[config.mk]
export PLATFORM = sky130hd
export DESIGN_NAME = capacitor_voltage_trend_detector
export DESIGN_NICKNAME = d
export VERILOG_FILES = /design/src/cvtd_pkg.sv /design/src/cvtd_cell.sv /design/src/cvtd_popcount.sv /design/src/capacitor_voltage_trend_detector.sv
export SDC_FILE = /design/constraint.sdc
export NUM_CORES = 2
export LEC_CHECK = 0
export BUFFER_PORTS_ARGS = -buffer_cell sky130_fd_sc_hd__buf_2
export CAP_MARGIN = 20
export CORE_MARGIN = 2
export CORE_UTILIZATION = 58
export CTS_CLUSTER_SIZE = 14
export DETAILED_ROUTE_END_ITERATION = 10
export PLACE_DENSITY = 0.77
export SLEW_MARGIN = 20
export SYNTH_ARGS = -nofsm -noshare
export SYNTH_HDL_FRONTEND = slang
export SYNTH_SLANG_ARGS = --single-unit
[constraint.sdc]
create_clock -name clock -period 8.55 [get_ports clock]
set_clock_uncertainty 0.15 [all_clocks]
set_input_delay 1.71 -clock clock [delete_from_list [all_inputs] [get_ports clock]]
set_output_delay 1.71 -clock clock [all_outputs]
set_load 0.01 [all_outputs]
[src/cvtd_pkg.sv]
package cvtd_pkg;

   // History geometry.
   localparam int HISTORY_LEN = 101;
   localparam int COMPARE_LAG = 20;
   localparam int SAMPLE_W    = 16;

   // Pairs at even positions p with p + COMPARE_LAG inside the history.
   localparam int NUM_PAIRS = (HISTORY_LEN - 1 - COMPARE_LAG) / 2 + 1;
   localparam int COUNT_W   = $clog2(NUM_PAIRS + 1);

   // Counts and thresholds are compared at the wider of the two widths.
   localparam int THR_W = 6;
   localparam int CMP_W = (COUNT_W > THR_W) ? COUNT_W : THR_W;

   // Population count tree: groups of eight bits, summed in a second stage.
   localparam int GROUP_SIZE = 8;
   localparam int GROUP_W    = $clog2(GROUP_SIZE + 1);
   localparam int NUM_GROUPS = (NUM_PAIRS + GROUP_SIZE - 1) / GROUP_SIZE;

   // Configuration port.
   localparam int MARGIN_W   = 10;
   localparam int CSR_DATA_W = 10;
   localparam int CSR_IDX_W  = 2;

   localparam logic [CSR_IDX_W-1:0] CSR_CHARGE_THR    = 2'd0;
   localparam logic [CSR_IDX_W-1:0] CSR_DISCHARGE_THR = 2'd1;
   localparam logic [CSR_IDX_W-1:0] CSR_CHANGE_MARGIN = 2'd2;

   localparam logic [THR_W-1:0]    CHARGE_THR_RESET    = 6'd15;
   localparam logic [THR_W-1:0]    DISCHARGE_THR_RESET = 6'd20;
   localparam logic [MARGIN_W-1:0] CHANGE_MARGIN_RESET = 10'd10;

   // Correction curve.
   localparam int CORR_W = 11;
   localparam logic [SAMPLE_W-1:0] CORR_KNEE_HIGH = 16'd21000;
   localparam logic [SAMPLE_W-1:0] CORR_KNEE_MID  = 16'd13000;
   localparam logic [SAMPLE_W-1:0] CORR_KNEE_LOW  = 16'd5000;
   localparam logic [CORR_W-1:0]   CORR_UNITY     = 11'd1000;
   localparam logic [CORR_W-1:0]   CORR_MID_BASE  = 11'd1128;
   localparam logic [CORR_W-1:0]   CORR_MAX       = 11'd1320;

   // Upper segment: (16 * (21000 - v) + 500) / 1000, done as a multiply by
   // a scaled reciprocal that is exact for every 17 bit numerator.
   localparam logic [14:0] MID_TOP       = 15'd21000;
   localparam logic [16:0] MID_ROUND     = 17'd500;
   localparam logic [17:0] MID_RECIP     = 18'd134218;
   localparam int          MID_SHIFT     = 27;
   // Lower segment: (13000 - v + 25) / 50, exact for every 13 bit numerator.
   localparam logic [13:0] LOW_TOP       = 14'd13025;
   localparam logic [13:0] LOW_RECIP     = 14'd10486;
   localparam int          LOW_SHIFT     = 19;

   typedef struct packed {
      logic rise;
      logic fall;
   } pair_type;

endpackage

[src/cvtd_cell.sv]
module cvtd_cell (
   input  logic                           clock,
   input  logic                           reset,
   input  logic                           shift_en,
   input  logic                           cmp_en,
   input  logic [cvtd_pkg::SAMPLE_W-1:0]  shift_in,
   input  logic [cvtd_pkg::SAMPLE_W-1:0]  lag_in,
   output logic [cvtd_pkg::SAMPLE_W-1:0]  value_out,
   output cvtd_pkg::pair_type             pair_out
);

   logic [cvtd_pkg::SAMPLE_W-1:0] value_ff;
   cvtd_pkg::pair_type            pair_ff;
   cvtd_pkg::pair_type            pair_in;

   // The cell holds one history sample; the older neighbor takes it on a shift.
   always_ff @(posedge clock) begin
      if (reset) begin
         value_ff <= '0;
      end else if (shift_en) begin
         value_ff <= shift_in;
      end
   end

   always_comb begin
      pair_in.rise = value_ff > lag_in;
      pair_in.fall = value_ff < lag_in;
   end

   always_ff @(posedge clock) begin
      if (cmp_en) begin
         pair_ff <= pair_in;
      end
   end

   assign value_out = value_ff;
   assign pair_out  = pair_ff;

endmodule

[src/cvtd_popcount.sv]
module cvtd_popcount (
   input  logic                             clock,
   input  logic                             stage1_en,
   input  logic                             stage2_en,
   input  logic [cvtd_pkg::NUM_PAIRS-1:0]   bits_in,
   output logic [cvtd_pkg::COUNT_W-1:0]     count_out
);

   logic [cvtd_pkg::GROUP_W-1:0] group_ff [cvtd_pkg::NUM_GROUPS];
   logic [cvtd_pkg::GROUP_W-1:0] group_in [cvtd_pkg::NUM_GROUPS];
   logic [cvtd_pkg::COUNT_W-1:0] count_ff;
   logic [cvtd_pkg::COUNT_W-1:0] count_in;

   // First level: each group of eight bits is counted on its own.
   always_comb begin
      for (int g = 0; g < cvtd_pkg::NUM_GROUPS; g++) begin
         group_in[g] = '0;
         for (int b = 0; b < cvtd_pkg::GROUP_SIZE; b++) begin
            if (g * cvtd_pkg::GROUP_SIZE + b < cvtd_pkg::NUM_PAIRS) begin
               group_in[g] = group_in[g] +
                  cvtd_pkg::GROUP_W'(bits_in[g * cvtd_pkg::GROUP_SIZE + b]);
            end
         end
      end
   end

   always_comb begin
      count_in = '0;
      for (int g = 0; g < cvtd_pkg::NUM_GROUPS; g++) begin
         count_in = count_in + cvtd_pkg::COUNT_W'(group_ff[g]);
      end
   end

   always_ff @(posedge clock) begin
      if (stage1_en) begin
         group_ff <= group_in;
      end
      if (stage2_en) begin
         count_ff <= count_in;
      end
   end

   assign count_out = count_ff;

endmodule

[src/capacitor_voltage_trend_detector.sv]
// Capacitor voltage trend detector.
// Requests arrive on the req_ channel: one 16 bit voltage sample in millivolts
// per request, accepted when req_valid is high and req_stall is low. Each
// accepted sample is shifted into a chain of history cells, the newest first.
// Every request produces exactly one response on the rsp_ channel: the rise
// and fall counts over the compared sample pairs, the charging and discharging
// flags and the correction factor in thousandths, unity unless discharging.
// A request passes through five steps (shift, pair compare, group count,
// final count, output load), set by the two stage population count and
// the correction multipliers sharing that sequence; rsp_valid rises when
// the output load step registers the response, and that step waits while
// a pending response is stalled. A new request waits until that step ends.
// req_stall is high during reset and while a request is in progress.
// The response sits in an output register; if the receiver stalls, the block
// still accepts and processes the next request and holds it at the output
// load step until the waiting response is taken.
// Reset is synchronous: the history cells clear to zero, the thresholds and
// margin return to 15, 20 and 10, and no response is pending.
// The csr_ port writes one register per cycle and should be used only while
// the block is idle.
module capacitor_voltage_trend_detector (
   input  logic                               clock,
   input  logic                               reset,
   input  logic                               req_valid,
   output logic                               req_stall,
   input  logic [15:0]                        req_cap_voltage_mv,
   output logic                               rsp_valid,
   input  logic                               rsp_stall,
   output logic                               rsp_charging,
   output logic                               rsp_discharging,
   output logic [10:0]                        rsp_correction_permille,
   output logic [5:0]                         rsp_rise_count,
   output logic [5:0]                         rsp_fall_count,
   input  logic                               csr_write_en,
   input  logic [cvtd_pkg::CSR_IDX_W-1:0]     csr_index,
   input  logic [cvtd_pkg::CSR_DATA_W-1:0]    csr_write_data
);

   typedef enum logic [2:0] {
      S_IDLE,
      S_CMP,
      S_CNT,
      S_SUM,
      S_DONE
   } state_type;

   // Segment of the correction curve that the newest sample falls in.
   typedef enum logic [1:0] {
      SEG_FLAT,
      SEG_MID,
      SEG_LOW,
      SEG_FLOOR
   } segment_type;

   state_type state_ff;

   logic [cvtd_pkg::THR_W-1:0]    charge_thr_ff;
   logic [cvtd_pkg::THR_W-1:0]    discharge_thr_ff;
   logic [cvtd_pkg::MARGIN_W-1:0] margin_ff;

   logic                          accept;
   logic                          out_free;

   logic [cvtd_pkg::SAMPLE_W-1:0] hist_value [cvtd_pkg::HISTORY_LEN];
   cvtd_pkg::pair_type            hist_pair  [cvtd_pkg::HISTORY_LEN];
   logic [cvtd_pkg::NUM_PAIRS-1:0] rise_bits;
   logic [cvtd_pkg::NUM_PAIRS-1:0] fall_bits;
   logic [cvtd_pkg::COUNT_W-1:0]  rise_cnt;
   logic [cvtd_pkg::COUNT_W-1:0]  fall_cnt;

   logic [cvtd_pkg::SAMPLE_W-1:0] newest;
   logic [cvtd_pkg::SAMPLE_W-1:0] oldest;
   logic [cvtd_pkg::SAMPLE_W:0]   up_diff;
   logic [cvtd_pkg::SAMPLE_W:0]   down_diff;
   logic                          gap_up_in;
   logic                          gap_down_in;
   logic                          gap_up_ff;
   logic                          gap_down_ff;

   segment_type                   seg_in;
   segment_type                   seg_ff;
   logic [14:0]                   mid_diff;
   logic [16:0]                   mid_num;
   logic [13:0]                   low_diff;
   logic [34:0]                   mid_prod_in;
   logic [34:0]                   mid_prod_ff;
   logic [26:0]                   low_prod_in;
   logic [26:0]                   low_prod_ff;
   logic [7:0]                    mid_quot;
   logic [7:0]                    low_quot;
   logic [cvtd_pkg::CORR_W-1:0]   corr_in;
   logic [cvtd_pkg::CORR_W-1:0]   corr_ff;

   logic                          chg_in;
   logic                          dis_in;
   logic [cvtd_pkg::CMP_W-1:0]    rise_wide;
   logic [cvtd_pkg::CMP_W-1:0]    fall_wide;

   logic                          rsp_valid_ff;
   logic                          rsp_charging_ff;
   logic                          rsp_discharging_ff;
   logic [cvtd_pkg::CORR_W-1:0]   rsp_corr_ff;
   logic [5:0]                    rsp_rise_ff;
   logic [5:0]                    rsp_fall_ff;

   assign accept    = req_valid && !req_stall;
   assign req_stall = reset || (state_ff != S_IDLE);
   assign out_free  = !rsp_valid_ff || !rsp_stall;

   // Configuration registers. Writes past the last register are dropped.
   always_ff @(posedge clock) begin
      if (reset) begin
         charge_thr_ff    <= cvtd_pkg::CHARGE_THR_RESET;
         discharge_thr_ff <= cvtd_pkg::DISCHARGE_THR_RESET;
         margin_ff        <= cvtd_pkg::CHANGE_MARGIN_RESET;
      end else if (csr_write_en) begin
         unique case (csr_index)
            cvtd_pkg::CSR_CHARGE_THR: begin
               charge_thr_ff <= csr_write_data[cvtd_pkg::THR_W-1:0];
            end
            cvtd_pkg::CSR_DISCHARGE_THR: begin
               discharge_thr_ff <= csr_write_data[cvtd_pkg::THR_W-1:0];
            end
            cvtd_pkg::CSR_CHANGE_MARGIN: begin
               margin_ff <= csr_write_data[cvtd_pkg::MARGIN_W-1:0];
            end
            default: begin
            end
         endcase
      end
   end

   // The history chain. Cell 0 takes the new sample; every other cell takes
   // its newer neighbor. A cell at an even position with a partner
   // COMPARE_LAG places older compares against it; the other cells compare
   // against themselves, which never counts.
   genvar i;
   generate
      for (i = 0; i < cvtd_pkg::HISTORY_LEN; i++) begin : g_cell
         logic [cvtd_pkg::SAMPLE_W-1:0] shift_src;
         logic [cvtd_pkg::SAMPLE_W-1:0] lag_src;

         if (i == 0) begin : g_head
            assign shift_src = req_cap_voltage_mv;
         end else begin : g_body
            assign shift_src = hist_value[i-1];
         end

         if ((i % 2 == 0) && (i + cvtd_pkg::COMPARE_LAG <= cvtd_pkg::HISTORY_LEN - 1))
         begin : g_paired
            assign lag_src = hist_value[i + cvtd_pkg::COMPARE_LAG];
         end else begin : g_single
            assign lag_src = hist_value[i];
         end

         cvtd_cell u_cell (
            .clock     (clock),
            .reset     (reset),
            .shift_en  (accept),
            .cmp_en    (state_ff == S_CMP),
            .shift_in  (shift_src),
            .lag_in    (lag_src),
            .value_out (hist_value[i]),
            .pair_out  (hist_pair[i])
         );
      end

      for (i = 0; i < cvtd_pkg::NUM_PAIRS; i++) begin : g_pair
         assign rise_bits[i] = hist_pair[2*i].rise;
         assign fall_bits[i] = hist_pair[2*i].fall;
      end
   endgenerate

   cvtd_popcount u_rise_count (
      .clock     (clock),
      .stage1_en (state_ff == S_CNT),
      .stage2_en (state_ff == S_SUM),
      .bits_in   (rise_bits),
      .count_out (rise_cnt)
   );

   cvtd_popcount u_fall_count (
      .clock     (clock),
      .stage1_en (state_ff == S_CNT),
      .stage2_en (state_ff == S_SUM),
      .bits_in   (fall_bits),
      .count_out (fall_cnt)
   );

   // Newest versus oldest sample against the margin, in both directions.
   assign newest    = hist_value[0];
   assign oldest    = hist_value[cvtd_pkg::HISTORY_LEN-1];
   assign up_diff   = {1'b0, newest} - {1'b0, oldest};
   assign down_diff = {1'b0, oldest} - {1'b0, newest};
   assign gap_up_in = !up_diff[cvtd_pkg::SAMPLE_W] &&
      (up_diff[cvtd_pkg::SAMPLE_W-1:0] >
       {{(cvtd_pkg::SAMPLE_W-cvtd_pkg::MARGIN_W){1'b0}}, margin_ff});
   assign gap_down_in = !down_diff[cvtd_pkg::SAMPLE_W] &&
      (down_diff[cvtd_pkg::SAMPLE_W-1:0] >
       {{(cvtd_pkg::SAMPLE_W-cvtd_pkg::MARGIN_W){1'b0}}, margin_ff});

   // Correction curve. Both rounded divisions are multiplications by a
   // scaled reciprocal; the products are registered before the shift.
   always_comb begin
      if (newest > cvtd_pkg::CORR_KNEE_HIGH) begin
         seg_in = SEG_FLAT;
      end else if (newest > cvtd_pkg::CORR_KNEE_MID) begin
         seg_in = SEG_MID;
      end else if (newest > cvtd_pkg::CORR_KNEE_LOW) begin
         seg_in = SEG_LOW;
      end else begin
         seg_in = SEG_FLOOR;
      end
   end

   assign mid_diff    = cvtd_pkg::MID_TOP - newest[14:0];
   assign mid_num     = {mid_diff[12:0], 4'b0000} + cvtd_pkg::MID_ROUND;
   assign low_diff    = cvtd_pkg::LOW_TOP - newest[13:0];
   assign mid_prod_in = mid_num * cvtd_pkg::MID_RECIP;
   assign low_prod_in = low_diff[12:0] * cvtd_pkg::LOW_RECIP;
   assign mid_quot    = mid_prod_ff[cvtd_pkg::MID_SHIFT +: 8];
   assign low_quot    = low_prod_ff[cvtd_pkg::LOW_SHIFT +: 8];

   always_comb begin
      unique case (seg_ff)
         SEG_FLAT:  corr_in = cvtd_pkg::CORR_UNITY;
         SEG_MID:   corr_in = cvtd_pkg::CORR_UNITY + cvtd_pkg::CORR_W'(mid_quot);
         SEG_LOW:   corr_in = cvtd_pkg::CORR_MID_BASE + cvtd_pkg::CORR_W'(low_quot);
         SEG_FLOOR: corr_in = cvtd_pkg::CORR_MAX;
         default:   corr_in = cvtd_pkg::CORR_UNITY;
      endcase
   end

   always_ff @(posedge clock) begin
      if (state_ff == S_CMP) begin
         gap_up_ff   <= gap_up_in;
         gap_down_ff <= gap_down_in;
         seg_ff      <= seg_in;
         mid_prod_ff <= mid_prod_in;
         low_prod_ff <= low_prod_in;
      end
      if (state_ff == S_CNT) begin
         corr_ff <= corr_in;
      end
   end

   // Flags from the final counts.
   assign rise_wide = cvtd_pkg::CMP_W'(rise_cnt);
   assign fall_wide = cvtd_pkg::CMP_W'(fall_cnt);
   assign chg_in    = (rise_wide > cvtd_pkg::CMP_W'(charge_thr_ff)) && gap_up_ff;
   assign dis_in    = (fall_wide > cvtd_pkg::CMP_W'(discharge_thr_ff)) && gap_down_ff;

   // Sequencer and output register.
   always_ff @(posedge clock) begin
      if (reset) begin
         state_ff     <= S_IDLE;
         rsp_valid_ff <= 1'b0;
      end else begin
         // In the output load step a taken response is replaced by the next
         // one, so the valid is cleared only outside that step.
         if (rsp_valid_ff && !rsp_stall && (state_ff != S_DONE)) begin
            rsp_valid_ff <= 1'b0;
         end
         unique case (state_ff)
            S_IDLE: begin
               if (accept) begin
                  state_ff <= S_CMP;
               end
            end
            S_CMP: begin
               state_ff <= S_CNT;
            end
            S_CNT: begin
               state_ff <= S_SUM;
            end
            S_SUM: begin
               state_ff <= S_DONE;
            end
            S_DONE: begin
               if (out_free) begin
                  rsp_valid_ff       <= 1'b1;
                  rsp_charging_ff    <= chg_in;
                  rsp_discharging_ff <= dis_in;
                  rsp_corr_ff        <= dis_in ? corr_ff : cvtd_pkg::CORR_UNITY;
                  rsp_rise_ff        <= rise_wide[5:0];
                  rsp_fall_ff        <= fall_wide[5:0];
                  state_ff           <= S_IDLE;
               end
            end
            default: begin
               state_ff <= S_IDLE;
            end
         endcase
      end
   end

   assign rsp_valid               = rsp_valid_ff;
   assign rsp_charging            = rsp_charging_ff;
   assign rsp_discharging         = rsp_discharging_ff;
   assign rsp_correction_permille = rsp_corr_ff;
   assign rsp_rise_count          = rsp_rise_ff;
   assign rsp_fall_count          = rsp_fall_ff;

   // A new response appears only out of the output load step.
   a_rsp_from_done: assert property (@(posedge clock) disable iff (reset)
      $rose(rsp_valid) |-> $past(state_ff == S_DONE))
      else $error("response appeared outside the output load step");

   // An accepted request always starts the compare step next.
   a_accept_starts: assert property (@(posedge clock) disable iff (reset)
      accept |=> (state_ff == S_CMP))
      else $error("accepted request did not start the sequence");

   // A pair is a rise, a fall or neither, so the counts never exceed the pairs.
   a_count_bound: assert property (@(posedge clock) disable iff (reset)
      (state_ff == S_DONE) |->
         ((int'(rise_cnt) + int'(fall_cnt)) <= cvtd_pkg::NUM_PAIRS))
      else $error("rise and fall counts exceed the number of pairs");

   // Charging and discharging need opposite signs of the same difference.
   a_flags_exclusive: assert property (@(posedge clock) disable iff (reset)
      rsp_valid |-> !(rsp_charging && rsp_discharging))
      else $error("charging and discharging flagged together");

   // Without discharge the correction is unity.
   a_unity_corr: assert property (@(posedge clock) disable iff (reset)
      (rsp_valid && !rsp_discharging) |->
         (rsp_correction_permille == cvtd_pkg::CORR_UNITY))
      else $error("correction not unity outside discharge");

endmodule
==> run_results.csv <==
group,metric,value,unit
status,status,"finished, final reports clean",
clock_network,ctsResizeCount,0,
worst_setup_path,worst_r2r_path_depth,28,
clock_network,clockRootBuffer,"clkbuf_16",
synth,synth_area_leader_cell,"dfxtp_1",
clock_network,postCtsHoldBufs,0,
timing,max_slew.worst_pin.slew,1.25,ns
grt,grt-busiest-layer,"met2",
power,power_density,226,nW/um2
worst_setup_path,endpoint,"mid_prod_ff[33]$_DFFE_PP_",
clock_network,clock_latency,0.84,ns
timing,fin_hold_ws,0.244,ns
clock_network,clockBufferDepth,3,
timing,hold_violations,0,
synth,avgSynthCellArea,8.14,um2
place,dp_cells,12700,
floorplan,die_height,399,um
worst_setup_path,cp.arrival,8.21,ns
clock_network,h-tree-depth,4,
clock_network,post-cts-setup-buffers,0,
place,io_buffers,59,
timing,fin_crit,7.79,ns
worst_setup_path,max_stage_delay,0.53,ns
route,routedWlPerCell,19.3,um
floorplan,initial_core_util,0.585,
timing,slew_viol_final,0,
floorplan,fp.dieArea,159000,um2
finish,finalNonFillerCells,13000,
synth,ys_warn_count,0,
route,detail_route.wirelength,252,mm
timing,relSlewSlack,0.165,
timing,fin_tns_setup,0,ns
grt,grt_use_met2,0.509,
clock_network,path_clk_slew,0.07,ns
worst_setup_path,crit_path_end_kind,"flop",
synth,async_flop_share,0,
synth,synth_edf_count,192,
synth,netlist_instances,11100,
route,vias_per_cell,5.70,
finish,area_growth,8.62,%
worst_setup_path,startpoint_type,"flop",
timing,fin_ws,0.759,ns
timing,rsz0062_at_grt,"false",
floorplan,io_pins,60,
worst_setup_path,r2r_slack,0.76,ns
route,drtIter0Drc,7807,
synth,ys_types,75,
synth,syn_area,90300,um2
place,place_congestion,0.912,
grt,grt_max_degree,264,
route,drc,0,
timing,setup_viol,0,
power,p_leak,37.9,nW
route,vias,74400,
grt,use_met3,0.0373,
synth,ys_seq_area_frac,0.428,
place,place_area,91800,um2
finish,finish.utilization,0.635,
clock_network,clock-sinks,1834,
worst_setup_path,r2r_end,"mid_prod_ff[33]$_DFFE_PP_",
power,ir_drop,0.000232,V
route,ant_nets,0,
synth,yosys_most_used_dff,"dfxtp_1",
synth,yosys.area.top_type_share,0.364,
place,pre_cts_ws,0.766,ns
worst_setup_path,path_common_cell,"inv_1",
grt,use_met1,0.419,
finish,antennaDiodeCount,0,
worst_setup_path,crit_required,8.97,ns
grt,grt_pass1_wl,391,mm
floorplan,core_area,154000,um2
worst_hold_path,min_path_type,"flop to flop",
grt,grt_pass1_vias,70600,
place,place_hpwl,182,mm
worst_setup_path,cp_max_fo,12,
timing,fmax,0.128,GHz
grt,antenna_found_initial,4,
synth,synth.area.top_cells,"dfxtp_1 36%, nand2_1 14%, ha_1 14%",
synth,synth.top_cells.by_count,"3459 x nand2_1, 1830 x a21oi_1, 1642 x dfxtp_1",
synth,synthesis.nets,12300,
finish,fin_area,98100,um2
worst_setup_path,r2r_start,"g_cell[0].u_cell.value_out[2]$_SDFFE_PP0P_",
timing,post-route-period-util,0.911,
worst_setup_path,path_class,"flop to flop",
synth,synth.most_common_cell,"nand2_1",
synth,ys_ff_latch,1834,
clock_network,cts_tree,"done",
floorplan,dieWidth,399,um
finish,drive_above_1_share,0.0422,
finish,fill_cells,13100,
finish,nets,12000,
clock_network,cts_buffers,184,
grt,grt_usage,0.311,
job,max_cap_viol_count,0,
grt,grt_overflow_total,0,
worst_setup_path,cpMaxStageDelayCell,"fa_1",
power,finalPower,22.2,mW
floorplan,fp-row-count,144,
route,drtPass1Iterations,6,
worst_setup_path,startpoint,"g_cell[0].u_cell.value_out[2]$_SDFFE_PP0P_",
==> flip-flops by register name (all words and copies together), names as in the netlist, 8 cells and up <==
register	count
corr_ff	11
g_cell.u_cell.pair_out	82
g_cell.u_cell.value_out	1616
low_prod_ff	8
margin_ff	10
mid_prod_ff	8
rsp_correction_permille	11
u_fall_count.group_ff	21
u_rise_count.group_ff	21
==> critical path: cells and delay by family (launching register included) <==
kind | cells | cell delay [ns]
fa+ha+maj | 7 | 2.86
compound gates | 8 | 1.94
buf+inv | 7 | 0.88
xor+xnor | 3 | 0.80
simple gates | 3 | 0.58
flops | 1 | 0.31
==> layout make-up <==
type	count	area, um2	area share
Tap cell	2044	2560	0.0261
Clock buffer	274	5430	0.0554
Timing Repair Buffer	132	1120	0.0115
Clock inverter	69	837	0.00853
Sequential cell	1834	38600	0.394
Inverter	1062	3990	0.0406
Multi-Input combinational cell	7633	45500	0.464
==> how the worst min path moves through the flow <==
| stage | cells past startpoint | to | slack (ns) | from |
|---|---|---|---|---|
| after floorplan | 0 | u_fall_count.group_ff[0]$_DFFE_PN_ | 0.25 | g_cell[80].u_cell.pair_out[0]$_DFFE_PP_ |
| after global placement | 0 | u_rise_count.group_ff[0]$_DFFE_PN_ | 0.26 | g_cell[80].u_cell.pair_out[1]$_DFFE_PP_ |
| after detailed placement | 0 | u_fall_count.group_ff[0]$_DFFE_PN_ | 0.26 | g_cell[80].u_cell.pair_out[0]$_DFFE_PP_ |
| after CTS | 0 | u_rise_count.group_ff[0]$_DFFE_PN_ | 0.23 | g_cell[80].u_cell.pair_out[1]$_DFFE_PP_ |
| after global routing | 0 | u_rise_count.group_ff[0]$_DFFE_PN_ | 0.25 | g_cell[80].u_cell.pair_out[1]$_DFFE_PP_ |
| final | 0 | u_rise_count.group_ff[0]$_DFFE_PN_ | 0.24 | g_cell[80].u_cell.pair_out[1]$_DFFE_PP_ |
==> routing by layer <==
layer / share of wire / routed length [um]
met1: 0.43 / 107000
met2: 0.47 / 117000
met3: 0.064 / 16200
met4: 0.044 / 11000
met5: 0.000044 / 11
==> report_power, final <==
part | switching (mW) | total [mW] | internal, mW
clock | 3.50 | 8.34 | 4.84
sequential | 0.0838 | 9.00 | 8.92
combinational | 3.02 | 4.86 | 1.84
total | 6.61 | 22.2 | 15.6
==> logic make-up (layout without fill, tap and decap cells) <==
kind of cell / after synthesis / count (layout) / synth area share
AO/OA/AOI/OAI: 2411 / 2411 / 0.149
XOR/XNOR: 93 / 93 / 0.00902
adder cells (fa/ha/maj): 1125 / 1125 / 0.168
buffers and inverters: 1632 / 1537 / 0.0686
flip-flops: 1834 / 1834 / 0.428
multiplexers: 15 / 15 / 0.00168
AND/OR/NAND/NOR: 3989 / 3989 / 0.176
==> cell usage in the layout (no fill, tap or decap), types with 9 or more instances in the layout <==
cell type,instances
o31ai_1,9
nand3_1,34
nor4_1,43
dfxtp_1,1642
buf_4,52
nand2_1,3459
or2_2,10
a211oi_1,10
nand4_1,107
nand2b_1,32
nor2b_1,69
o221a_2,12
buf_12,20
mux2i_1,14
a221oi_1,10
o21ai_0,87
o21bai_1,10
bufinv_16,14
a21oi_1,1830
clkbuf_1,46
edfxtp_1,192
xor2_1,17
o211ai_1,14
clkbuf_8,33
a21o_1,156
xnor2_1,76
clkbuf_16,191
buf_2,58
ha_1,978
a2111oi_0,27
nor3_1,44
clkinv_2,34
nor2_1,147
inv_1,1059
fa_1,147
a31oi_1,9
o21a_1,176
No activity file was read; power rests on OpenSTA's default activity.
